### config.mk
export PLATFORM = sky130hd
export DESIGN_NAME = positional_insert_delete_list_flat
export DESIGN_NICKNAME = d
export VERILOG_FILES = /design/src/pidl_pkg.sv /design/src/pidl_ifs.sv /design/src/pidl_mem.sv /design/src/pidl_out.sv /design/src/positional_insert_delete_list.sv /design/src/flat_wrapper.sv
export SDC_FILE = /design/constraint.sdc
export NUM_CORES = 1
export LEC_CHECK = 0
export BUFFER_PORTS_ARGS = -buffer_cell sky130_fd_sc_hd__buf_2
export CAP_MARGIN = 20
export CORE_UTILIZATION = 56
export DETAILED_ROUTE_END_ITERATION = 8
export PLACE_DENSITY = 0.87
export SLEW_MARGIN = 0
export SYNTH_ARGS = -nofsm -noshare
export SYNTH_HDL_FRONTEND = slang
export SYNTH_SLANG_ARGS = --single-unit
### constraint.sdc
create_clock -name clk -period 4.9 [get_ports clk]
set_input_delay 0.245 -clock clk [delete_from_list [all_inputs] [get_ports clk]]
set_output_delay 0.245 -clock clk [all_outputs]
set_load 0.005 [all_outputs]
### src/pidl_pkg.sv
// shared types and constants of the positional insert/delete list
package pidl_pkg;

	localparam logic [4:0] DEF_CAP = 5'd5;

	typedef enum logic [1:0] {
		MODE_INSERT = 2'd0,
		MODE_DELETE = 2'd1,
		MODE_DUMP   = 2'd2
	} mode_t;

	typedef enum logic [3:0] {
		ST_IDLE,
		ST_INS_RD,
		ST_INS_WR,
		ST_INS_PUT,
		ST_DEL_RD,
		ST_DEL_WR,
		ST_DUMP_RD,
		ST_DUMP_PUT,
		ST_RESULT
	} state_t;

	typedef struct packed {
		logic               ok;
		logic [4:0]         count;
		logic signed [31:0] element;
		logic               last;
	} res_t;

endpackage

### src/pidl_ifs.sv
// request, response and configuration channel interfaces
interface pidl_req_if;
	logic               valid;
	logic               ready;
	logic [1:0]         mode;
	logic [7:0]         position;
	logic signed [31:0] value;

	modport source (output valid, mode, position, value, input ready);
	modport sink (input valid, mode, position, value, output ready);
endinterface

interface pidl_rsp_if;
	logic               valid;
	logic               ready;
	logic               ok;
	logic [4:0]         count;
	logic signed [31:0] element;
	logic               last;

	modport source (output valid, ok, count, element, last, input ready);
	modport sink (input valid, ok, count, element, last, output ready);
endinterface

interface pidl_cfg_if;
	logic       valid;
	logic       ready;
	logic [4:0] capacity_in_use;

	modport source (output valid, capacity_in_use, input ready);
	modport sink (input valid, capacity_in_use, output ready);
endinterface

### src/pidl_mem.sv
// list storage: one write port, one read port with registered read data
module pidl_mem #(
	parameter int DEPTH = 16
) (
	input  logic                       clk,
	input  logic                       we,
	input  logic [$clog2(DEPTH)-1:0]   waddr,
	input  logic signed [31:0]         wdata,
	input  logic                       re,
	input  logic [$clog2(DEPTH)-1:0]   raddr,
	output logic signed [31:0]         rdata
);

	logic signed [31:0] mem [DEPTH];

	always_ff @(posedge clk) begin
		if (we) begin
			mem[waddr] <= wdata;
		end
	end

	always_ff @(posedge clk) begin
		if (re) begin
			rdata <= mem[raddr];
		end
	end

endmodule

### src/pidl_out.sv
// output register holding one result beat
module pidl_out
	import pidl_pkg::*;
(
	input  logic           clk,
	input  logic           arst_n,
	input  logic           push,
	input  res_t           res,
	output logic           can_push,
	pidl_rsp_if.source     rsp
);

	logic valid_q;
	res_t res_q;

	assign can_push = !valid_q || rsp.ready;

	always_ff @(posedge clk or negedge arst_n) begin
		if (!arst_n) begin
			valid_q <= 1'b0;
		end else if (can_push) begin
			valid_q <= push;
		end
	end

	always_ff @(posedge clk) begin
		if (can_push && push) begin
			res_q <= res;
		end
	end

	assign rsp.valid   = valid_q;
	assign rsp.ok      = res_q.ok;
	assign rsp.count   = res_q.count;
	assign rsp.element = res_q.element;
	assign rsp.last    = res_q.last;

endmodule

### src/positional_insert_delete_list.sv
// positional insert/delete list: sequencer around a one-port-each-way list memory
// one request at a time; insert reads and rewrites each entry shifted up, then writes the new value
// delete reads and rewrites each entry shifted down (none when the last entry goes)
// dump reads each entry and puts it out as one beat before reading the next; a held response stalls it
// refused ops, mode 3 and empty dump go straight to their result beat
// reset clears count to 0 and capacity to 5; list memory is not cleared and needs no pass
module positional_insert_delete_list
	import pidl_pkg::*;
#(
	parameter int DEPTH = 16
) (
	input  logic        clk,
	input  logic        arst_n,
	pidl_req_if.sink    req,
	pidl_rsp_if.source  rsp,
	pidl_cfg_if.sink    cfg
);

	localparam int AW = $clog2(DEPTH);
	localparam int CW = $clog2(DEPTH + 1);
	localparam int XW = ((CW > 8) ? CW : 8) + 1;

	state_t             state_q, state_d;
	logic [CW-1:0]      n_q;
	logic [AW-1:0]      idx_q;
	logic [AW-1:0]      p_q;
	logic signed [31:0] val_q;
	logic               ok_q;
	logic [4:0]         cap_q;

	logic [XW-1:0]      n_x, pos_x, cap_x, eff_x;
	logic [AW-1:0]      ins_p0, del_p0;
	logic               ins_room, ins_shift, del_shift, del_done, dump_last;

	logic               mem_we, mem_re;
	logic [AW-1:0]      mem_waddr, mem_raddr;
	logic signed [31:0] mem_wdata, mem_rdata;

	logic               push, can_push;
	res_t               res;

	assign cfg.ready = 1'b1;

	always_ff @(posedge clk or negedge arst_n) begin
		if (!arst_n) begin
			cap_q <= DEF_CAP;
		end else if (cfg.valid) begin
			cap_q <= cfg.capacity_in_use;
		end
	end

	// capacity in effect and target positions
	always_comb begin
		n_x   = XW'(n_q);
		pos_x = XW'(req.position);
		cap_x = (cap_q == 5'd0) ? XW'(DEF_CAP) : XW'(cap_q);
		eff_x = (cap_x > XW'(DEPTH)) ? XW'(DEPTH) : cap_x;
		ins_room = n_x < eff_x;
		if (pos_x == XW'(0) || pos_x > n_x + XW'(1)) begin
			ins_p0 = n_q[AW-1:0];
		end else begin
			ins_p0 = AW'(pos_x - XW'(1));
		end
		if (pos_x == XW'(0) || pos_x > n_x) begin
			del_p0 = AW'(n_x - XW'(1));
		end else begin
			del_p0 = AW'(pos_x - XW'(1));
		end
		ins_shift = n_x > XW'(ins_p0);
		del_shift = XW'(del_p0) + XW'(1) < n_x;
		del_done  = XW'(idx_q) + XW'(2) == n_x;
		dump_last = XW'(idx_q) + XW'(1) == n_x;
	end

	// next state
	always_comb begin
		state_d = state_q;
		case (state_q)
			ST_IDLE: begin
				if (req.valid) begin
					case (req.mode)
						MODE_INSERT: state_d = !ins_room ? ST_RESULT :
							(ins_shift ? ST_INS_RD : ST_INS_PUT);
						MODE_DELETE: state_d = (n_q == '0 || !del_shift) ?
							ST_RESULT : ST_DEL_RD;
						MODE_DUMP: state_d = (n_q == '0) ? ST_RESULT : ST_DUMP_RD;
						default: state_d = ST_RESULT;
					endcase
				end
			end
			ST_INS_RD: state_d = ST_INS_WR;
			ST_INS_WR: state_d = (AW'(idx_q - AW'(1)) == p_q) ? ST_INS_PUT : ST_INS_RD;
			ST_INS_PUT: state_d = ST_RESULT;
			ST_DEL_RD: state_d = ST_DEL_WR;
			ST_DEL_WR: state_d = del_done ? ST_RESULT : ST_DEL_RD;
			ST_DUMP_RD: state_d = ST_DUMP_PUT;
			ST_DUMP_PUT: begin
				if (can_push) begin
					state_d = dump_last ? ST_IDLE : ST_DUMP_RD;
				end
			end
			ST_RESULT: begin
				if (can_push) begin
					state_d = ST_IDLE;
				end
			end
			default: state_d = ST_IDLE;
		endcase
	end

	// outputs
	always_comb begin
		req.ready = 1'b0;
		mem_we    = 1'b0;
		mem_waddr = idx_q;
		mem_wdata = mem_rdata;
		mem_re    = 1'b0;
		mem_raddr = idx_q;
		push      = 1'b0;
		res       = '{ok: ok_q, count: n_x[4:0], element: 32'sd0, last: 1'b1};
		case (state_q)
			ST_IDLE: req.ready = 1'b1;
			ST_INS_RD: begin
				mem_re    = 1'b1;
				mem_raddr = AW'(idx_q - AW'(1));
			end
			ST_INS_WR: mem_we = 1'b1;
			ST_INS_PUT: begin
				mem_we    = 1'b1;
				mem_waddr = p_q;
				mem_wdata = val_q;
			end
			ST_DEL_RD: begin
				mem_re    = 1'b1;
				mem_raddr = AW'(idx_q + AW'(1));
			end
			ST_DEL_WR: mem_we = 1'b1;
			ST_DUMP_RD: mem_re = 1'b1;
			ST_DUMP_PUT: begin
				push = 1'b1;
				res  = '{ok: 1'b1, count: n_x[4:0], element: mem_rdata, last: dump_last};
			end
			ST_RESULT: push = 1'b1;
			default: req.ready = 1'b0;
		endcase
	end

	always_ff @(posedge clk or negedge arst_n) begin
		if (!arst_n) begin
			state_q <= ST_IDLE;
			n_q     <= '0;
		end else begin
			state_q <= state_d;
			case (state_q)
				ST_IDLE: begin
					if (req.valid && req.mode == MODE_DELETE && n_q != '0 && !del_shift) begin
						n_q <= CW'(n_q - CW'(1));
					end
				end
				ST_INS_PUT: n_q <= CW'(n_q + CW'(1));
				ST_DEL_WR: begin
					if (del_done) begin
						n_q <= CW'(n_q - CW'(1));
					end
				end
				default: n_q <= n_q;
			endcase
		end
	end

	always_ff @(posedge clk) begin
		case (state_q)
			ST_IDLE: begin
				if (req.valid) begin
					val_q <= req.value;
					case (req.mode)
						MODE_INSERT: begin
							p_q   <= ins_p0;
							idx_q <= n_q[AW-1:0];
							ok_q  <= 1'b0;
						end
						MODE_DELETE: begin
							p_q   <= del_p0;
							idx_q <= del_p0;
							ok_q  <= n_q != '0;
						end
						MODE_DUMP: begin
							idx_q <= '0;
							ok_q  <= 1'b1;
						end
						default: ok_q <= 1'b0;
					endcase
				end
			end
			ST_INS_WR: idx_q <= AW'(idx_q - AW'(1));
			ST_INS_PUT: ok_q <= 1'b1;
			ST_DEL_WR: idx_q <= AW'(idx_q + AW'(1));
			ST_DUMP_PUT: begin
				if (can_push && !dump_last) begin
					idx_q <= AW'(idx_q + AW'(1));
				end
			end
			default: idx_q <= idx_q;
		endcase
	end

	pidl_mem #(
		.DEPTH(DEPTH)
	) u_mem (
		.clk   (clk),
		.we    (mem_we),
		.waddr (mem_waddr),
		.wdata (mem_wdata),
		.re    (mem_re),
		.raddr (mem_raddr),
		.rdata (mem_rdata)
	);

	pidl_out u_out (
		.clk      (clk),
		.arst_n   (arst_n),
		.push     (push),
		.res      (res),
		.can_push (can_push),
		.rsp      (rsp)
	);

`ifndef SYNTHESIS
	a_count_bound: assert property (@(posedge clk) disable iff (!arst_n)
		XW'(n_q) <= XW'(DEPTH))
		else $error("entry count above depth");

	a_no_rw_overlap: assert property (@(posedge clk) disable iff (!arst_n)
		!(mem_we && mem_re && mem_waddr == mem_raddr))
		else $error("read and write of one entry in one cycle");

	a_dump_keeps_count: assert property (@(posedge clk) disable iff (!arst_n)
		(state_q == ST_DUMP_RD || state_q == ST_DUMP_PUT) |=> $stable(n_q))
		else $error("count changed during dump");
`endif

endmodule

### src/flat_wrapper.sv
// flat-port wrapper written by rule: the top's interface ports become plain ports
module positional_insert_delete_list_flat import pidl_pkg::*;
#(
	parameter int DEPTH = 16
)
  (clk, arst_n, req_valid, req_mode, req_position, req_value, req_ready, rsp_valid, rsp_ok, rsp_count, rsp_element, rsp_last, rsp_ready, cfg_valid, cfg_capacity_in_use, cfg_ready);
  pidl_req_if req_i ();
  pidl_rsp_if rsp_i ();
  pidl_cfg_if cfg_i ();
  input  logic clk;
  input  logic arst_n;
  input wire logic [$bits(req_i.valid)-1:0] req_valid;
  input wire logic [$bits(req_i.mode)-1:0] req_mode;
  input wire logic [$bits(req_i.position)-1:0] req_position;
  input wire logic [$bits(req_i.value)-1:0] req_value;
  output wire logic [$bits(req_i.ready)-1:0] req_ready;
  output wire logic [$bits(rsp_i.valid)-1:0] rsp_valid;
  output wire logic [$bits(rsp_i.ok)-1:0] rsp_ok;
  output wire logic [$bits(rsp_i.count)-1:0] rsp_count;
  output wire logic [$bits(rsp_i.element)-1:0] rsp_element;
  output wire logic [$bits(rsp_i.last)-1:0] rsp_last;
  input wire logic [$bits(rsp_i.ready)-1:0] rsp_ready;
  input wire logic [$bits(cfg_i.valid)-1:0] cfg_valid;
  input wire logic [$bits(cfg_i.capacity_in_use)-1:0] cfg_capacity_in_use;
  output wire logic [$bits(cfg_i.ready)-1:0] cfg_ready;
  assign req_i.valid = req_valid;
  assign req_i.mode = req_mode;
  assign req_i.position = req_position;
  assign req_i.value = req_value;
  assign req_ready = req_i.ready;
  assign rsp_valid = rsp_i.valid;
  assign rsp_ok = rsp_i.ok;
  assign rsp_count = rsp_i.count;
  assign rsp_element = rsp_i.element;
  assign rsp_last = rsp_i.last;
  assign rsp_i.ready = rsp_ready;
  assign cfg_i.valid = cfg_valid;
  assign cfg_i.capacity_in_use = cfg_capacity_in_use;
  assign cfg_ready = cfg_i.ready;
  positional_insert_delete_list #(.DEPTH(DEPTH)) u_core (.clk(clk), .arst_n(arst_n), .req(req_i), .rsp(rsp_i), .cfg(cfg_i));
endmodule
==> results of run 1 <==
cell usage after synthesis (10+ instances only):
library cell    n
mux4_2         64
edfxtp_1      624
a21oi_1        53
o22ai_1        35
buf_2          23
nand3_1        18
o221ai_1       35
o21ai_0        20
nor3_1         15
nand2_1       122
nor2_1         37
and2_1         37
dfrtp_1        13
clkbuf_1       52
mux2_2         69
xnor2_1        25
inv_1          20
a31oi_1        10
mux2i_1        68
ha_1           41
a221o_1        33
critical path: cells and delay by family (launching register included):
family                   cells  cell delay [ns]
AO/OA/AOI/OAI                7             1.67
XOR/XNOR                     1             0.16
adder cells (fa/ha/maj)      3             0.68
buffers and inverters        1             0.18
flip-flops                   1             0.53
multiplexers                 1             0.31
AND/OR/NAND/NOR              2             0.48
power groups by stage:
| stage | sequential, mW | combinational [mW] | clock [mW] |
|---|---|---|---|
| floorplan | 7.71 | 5.38 | 0 |
| global placement | 7.84 | 7.20 | 0 |
| detailed placement | 7.86 | 7.53 | 0 |
| CTS | 7.77 | 7.73 | 4.97 |
| global route | 7.82 | 8.32 | 5.19 |
| finish | 7.78 | 7.81 | 4.92 |
area by class of cell:
cell class,instances,area (sq um)
inverter,25,95.1
multi-input combinational,793,7000
timing repair buffer,192,1470
clock inverter,40,385
tap,607,759
fill,2901,16000
clock buffer,78,1720
sequential,639,19100
state kept, by name, summed over array words and instances, names as in the netlist:
| register | cells |
|---|---|
| u_core.p_q | 4 |
| u_core.cap_q | 5 |
| u_core.u_mem.rdata | 32 |
| u_core.u_out.rsp.last | 1 |
| u_core.state_q | 4 |
| u_core.idx_q | 4 |
| u_core.u_mem.mem | 512 |
| u_core.u_out.rsp.valid | 1 |
| u_core.val_q | 32 |
| u_core.ok_q | 1 |
| u_core.n_q | 5 |
| u_core.u_out.rsp.count | 5 |
| u_core.u_out.rsp.element | 32 |
| u_core.u_out.rsp.ok | 1 |
worst paths after layout:
check,endpoint,slack [ns],cells after the start
min reg2reg,u_core.u_out.rsp.ok,0.51,1
max,u_core.n_q[1],0.76,15
max in group asynchronous,u_core.cap_q[2],4.49,2
min in group asynchronous,u_core.cap_q[1],0.10,2
max reg2reg,u_core.n_q[1],0.76,15
min,u_core.ok_q,0.03,3
layer usage:
| metal | vias up | share of wire (%) | global-route usage [%] |
|---|---|---|---|
| met5 | - | 0 | 0 |
| met1 | 7727 | 38 | 35.6 |
| li1 | 6528 | - | - |
| met3 | 171 | 9.0 | 4.91 |
| met2 | 953 | 50 | 45.0 |
| met4 | 0 | 3.2 | 10.1 |
stage by stage:
step	cells	area [sq um]	setup WS [ns]	hold WS, ns	power, mW
4_1_cts	2374	30500	0.803	0.00226	20.5
3_5_place_dp	2212	28000	0.826	0.183	15.4
6_report	2374	30500	0.758	0.0255	20.5
5_1_grt	2374	30500	0.434	0.0413	21.3
3_3_place_gp	2211	28000	0.885	0.178	15.0
2_1_floorplan	1543	26400	0.742	-0.0506	13.1
kinds of logic after synthesis:
family                     Yosys count  share of synthesized area [%]
DFF                                639                           72.4
and+or+nand+nor                    279                           5.07
AOI/OAI and AO/OA                  236                           6.50
muxes                              202                           11.0
buffers and inverters              111                           1.81
adders and majority gates           42                           2.02
xor gates and xnor gates            33                           1.10
other                                1                         0.0142
what timing repair did:
item / in CTS / in global routing
hold endpoints to repair: 52 / 0
setup buffers: 0 / 0
hold buffers: 44 / 0
==> summary.md, run 1 <==
| Metric | Value |
|---|---|
| CTS Sinks | `639` |
| Top_reg_cell synth | `edfxtp_1` |
| Sequential Power Share | `37.9%` |
| Clock power share | `24.0%` |
| N_diodes | `0` |
| Status | `completed` |
| Die height | `219 um` |
| I/O Pins | `94` |
| Synth top area cells | `edfxtp_1, mux4_2, mux2_2` |
| Initial antenna violation count | `0` |
| Rel. slew slack | `27.7%` |
| Drt pass-1 iters | `5` |
| Fin Setup TNS | `0 ns` |
| Area leader, netlist | `edfxtp_1` |
| Cell internal pwr | `13.4 mW` |
| Final GP Congestion | `0.891` |
| Slowest-stage cell, CP | `dfrtp_1` |
| Area share of the largest cell type after synthesis | `71.0%` |
| Clock insertion delay at the later pin of the skew report | `0.61 ns` |
| Comb pwr share | `38.1%` |
| Starting Density | `56.7%` |
| Via count of the first global-routing pass | `15.7k` |
| Yosys Warn Count | `0` |
| Die Area | `0.0480 sq mm` |
| GRT Util Overall | `27.0%` |
| Vias after detailed routing | `15.4k` |
| Clock buffer depth | `3` |
| Commonest non-fill, non-tap cell in the layout | `edfxtp_1` |
| CP required | `5.38 ns` |
| DRT antenna net count | `0` |
| Synth Register Bits | `639` |
| Count of pins over their slew limit | `0` |
| Maximum clock rate | `241 MHz` |
| CP peak stage delay | `0.53 ns` |
| Largest fanout on the critical path | `8` |
| CP startpoint kind | `register` |
| Via density per instance | `6.48` |
| Clock Skews | `0.0166 ns` |
| Critical path launch point | `u_core.n_q[4]` |
| CTS clk-pin slew, worst paths | `0.06 ns` |
| First-pass GRT wire length | `95.0 mm` |
| Syn nets | `1637` |
| P_sw | `7.13 mW` |
| Reg-to-Reg Start | `u_core.n_q[4]` |
| PostCTS Resize Cnt | `0` |
| Max-Cap Viols | `0` |
| Crit Path Class | `reg -> reg` |
| Critical Path AT | `4.63 ns` |
| Crit share post-route | `84.5%` |
| Grt total ovfl | `0` |
| Die width | `219 um` |
| Core Rows | `79` |
| Most frequent CP cell | `ha_1` |
| CP Cell Sequence | `clkinv_1, ha_1, or2_2, o221a_2, o21ai_0, and2_1, ha_1, xor2_1, ha_1, a21o_1, a31oi_1, a21boi_0, a311o_1, a22oi_4, mux2_4` |
| Nets@finish | `1811` |
| Iter 0 DRT Violations | `2083` |
| DP HPWL | `34.2 mm` |
| PD cells | `672 mW/mm^2` |
| Measured slew at the worst slew-check pin | `1.05 ns` |
| Avg WL per Cell | `26.6 um` |
| Min cycle time layout | `4.14 ns` |
| Total CTS buffers | `66` |
| Worst min-delay path category | `in -> reg` |
| Post-Syn Area | `0.0264 sq mm` |
| CTS Root Cell | `clkbuf_16` |
| Number of synthesized flops with an enable pin | `624` |
| Syn avg cell area | `17.1 sq um` |
| Most frequent cells in the layout | `edfxtp_1, nand2_1, buf_2` |
| Ys async rst share | `2.35%` |
| H-Tree Depth | `3` |
| Final setup fails | `0` |
| Sequential area share after synthesis | `72.4%` |
| P_leak | `10.5 nW` |
| Final Hold Violating Endpoints | `0` |
| Final WL | `63.1 mm` |
| Final core occ | `65.6%` |
| CTS tree | `yes` |
| Share of layout cells above drive strength 1 | `23.7%` |
| Crit end category | `register` |
| RSZ-0062 raised after global routing | `false` |
| Switching share of power | `34.7%` |
| Core Area | `0.0466 sq mm` |
| Largest net degree at the start of global routing | `66` |
| Area Overhead vs Synth | `15.7%` |
| Maximum VDD drop | `559 uV` |
| Port bufs | `92` |
| DRC | `0` |
| Post-Syn Instances | `1543` |
| Synth cell types | `74` |
| Worst Hold Launch | `req_valid` |
Note: power is estimated with default switching activity, not from simulation.
==> run 2, diff against run 1 <==
Clock period 4.9 ns to 3.8 ns, I/O delays scaled along.
==> summary.md, run 2 (synthesis results as in run 1) <==
| Metric | Value |
|---|---|
| Status | `completed` |
| I/O Pins | `94` |
| Post-place setup slack | `-0.0186 ns` |
| Slowest-stage cell, CP | `dfrtp_1` |
| Max-Cap Viols | `0` |
| Drt pass-1 iters | `5` |
| CP Cell Sequence | `inv_1, ha_1, o21ai_0, a21oi_2, o221a_2, o21ai_1, and2_1, ha_1, xor2_1, ha_1, a21o_1, a31oi_1, a21boi_0, a311o_2, a22oi_4, mux2_4` |
| Filler Cells Inserted | `2886` |
| Maximum VDD drop | `581 uV` |
| Core Area | `0.0466 sq mm` |
| CP bufs+invs | `1` |
| Initial antenna violation count | `0` |
| Via count of the first global-routing pass | `16.1k` |
| Total CTS buffers | `60` |
| N_diodes | `0` |
| GRT Util Overall | `27.4%` |
| Max reg flops | `512` |
| DP HPWL | `36.2 mm` |
| Die height | `219 um` |
| Final WL | `64.6 mm` |
| Clock insertion delay at the later pin of the skew report | `0.64 ns` |
| Count of pins over their slew limit | `0` |
| CTS clk-pin slew, worst paths | `0.07 ns` |
| Largest net degree at the start of global routing | `74` |
| Crit share post-route | `96.6%` |
| P_leak | `10.7 nW` |
| Commonest non-fill, non-tap cell in the layout | `edfxtp_1` |
| DRT antenna net count | `0` |
| Core Rows | `79` |
| Iter 0 DRT Violations | `2013` |
| Maximum clock rate | `273 MHz` |
| Nets@finish | `1841` |
| Die width | `219 um` |
| Post-route cell area | `0.0308 sq mm` |
| H-Tree Depth | `2` |
| Seq. cell area | `0.0191 sq mm` |
| CP required | `4.31 ns` |
| Measured slew at the worst slew-check pin | `1.10 ns` |
| RSZ-0062 raised after global routing | `true` |
| Share of layout cells above drive strength 1 | `25.6%` |
| Worst setup margin | `0.131 ns` |
| Avg WL per Cell | `26.9 um` |
| CP delay by family, top | `compound AO/OA/AOI/OAI gates` |
| Clock buffer depth | `3` |
| Grt total ovfl | `0` |
| CTS tree | `yes` |
| DRC | `0` |
| Min cycle time layout | `3.67 ns` |
| First-pass GRT wire length | `96.2 mm` |
| Area Overhead vs Synth | `16.9%` |
| Area occupied by multi-input gates | `0.00703 sq mm` |
| Vias after detailed routing | `15.5k` |
| Final Hold Violating Endpoints | `0` |
| Area after DPL | `0.0282 sq mm` |
| Most frequent cells in the layout | `edfxtp_1, nand2_1, buf_2` |
| Crit end category | `register` |
| Final setup fails | `0` |
| CP startpoint kind | `register` |
| CTS Root Cell | `clkbuf_16` |
| Worst min-delay path category | `in -> async` |
| Critical Path AT | `4.18 ns` |
| Clock Skews | `0.0261 ns` |
| Die Area | `0.0480 sq mm` |
| Biggest register | `u_core.u_mem.mem` |
| Crit Path Class | `reg -> reg` |
| Starting Density | `56.7%` |
| PD cells | `867 mW/mm^2` |
| CTS Sinks | `639` |
| Port bufs | `92` |
| Most frequent CP cell | `ha_1` |
| CP peak stage delay | `0.37 ns` |
| Rel. slew slack | `26.0%` |
| Via density per instance | `6.46` |
| Final GP Congestion | `0.899` |
| Largest fanout on the critical path | `4` |
==> run 2: cell types whose count changed in the layout (fill, tap and decap cells not counted), sizes merged <==
cell / delta
inv: -4
clkbuf: -6
buf: +34
bufinv: +6
dlygate4sd3: +2
clkinvlp: +1
clkinv: -1
==> run 2: report_power, final <==
part / switching, mW / internal (mW) / leakage, nW / total [mW]
Combinational: 6.29 / 4.11 / 3.77 / 10.4
Sequential: 0.305 / 9.63 / 5.88 / 9.93
Clock: 2.63 / 3.77 / 1.03 / 6.40
==> run 2: metrics by stage <==
step / power [mW] / setup TNS [ns] / std cells / hold slack, ns / util, %
floorplan: 16.9 / 0 / 1543 / -0.106 / -
global placement: 19.7 / 0 / 2244 / 0.127 / 60.7
detailed placement: 20.1 / -0.0515 / 2244 / 0.135 / 60.7
CTS: 26.7 / 0 / 2404 / 0.00812 / 66.2
global route: 27.7 / -0.0122 / 2406 / 0.0498 / 66.3
finish: 26.7 / 0 / 2406 / 0.0228 / 66.3
==> run 2: layer usage <==
metal / global-route usage, % / part of all wire [%]
met1: 36.0 / 38
met2: 45.5 / 50
met3: 4.27 / 9.1
met4: 12.3 / 3.5
met5: 0 / 0
==> run 2: cell type report <==
| type | instances | share of cell area, % |
|---|---|---|
| clock buffer | 72 | 5.08 |
| clock inverter | 42 | 1.78 |
| inverter | 25 | 0.316 |
| multi-input combinational | 793 | 22.8 |
| sequential | 639 | 62.0 |
| tap | 607 | 2.46 |
| timing repair buffer | 228 | 5.59 |
==> run 2: timing repair <==
action / in CTS / in global routing
hold buffers: 46 / 0
pin swaps: 1 / 4
gates cloned: 0 / 0
setup endpoints to repair: 3 / 6
resized for setup: 0 / 5
buffers inserted: 0 / 2
endpoints found under the hold margin: 54 / 0
==> run 2: worst register-to-register path, cell delays in order, from the launching register on <==
cell      delay [ns]
dfrtp_1         0.37
inv_1           0.07
ha_1            0.29
o21ai_0         0.27
a21oi_2         0.09
o221a_2         0.29
o21ai_1         0.18
and2_1          0.15
ha_1            0.16
xor2_1          0.15
ha_1            0.26
a21o_1          0.16
a31oi_1         0.17
a21boi_0        0.28
a311o_2         0.25
a22oi_4         0.08
mux2_4          0.31
==> run 2: final timing paths <==
check | cells after the start | to | from | slack, ns
hold reg to reg | 1 | u_core.u_out.rsp.ok | u_core.ok_q | 0.51
setup reg to reg | 16 | u_core.n_q[1] | u_core.n_q[2] | 0.13
hold / removal | 2 | u_core.state_q[0] | arst_n | 0.02
max in group asynchronous | 2 | u_core.cap_q[2] | arst_n | 3.45
setup / recovery | 16 | u_core.n_q[1] | u_core.n_q[2] | 0.13
min in group clk | 4 | u_core.p_q[0] | req_position[0] | 0.16
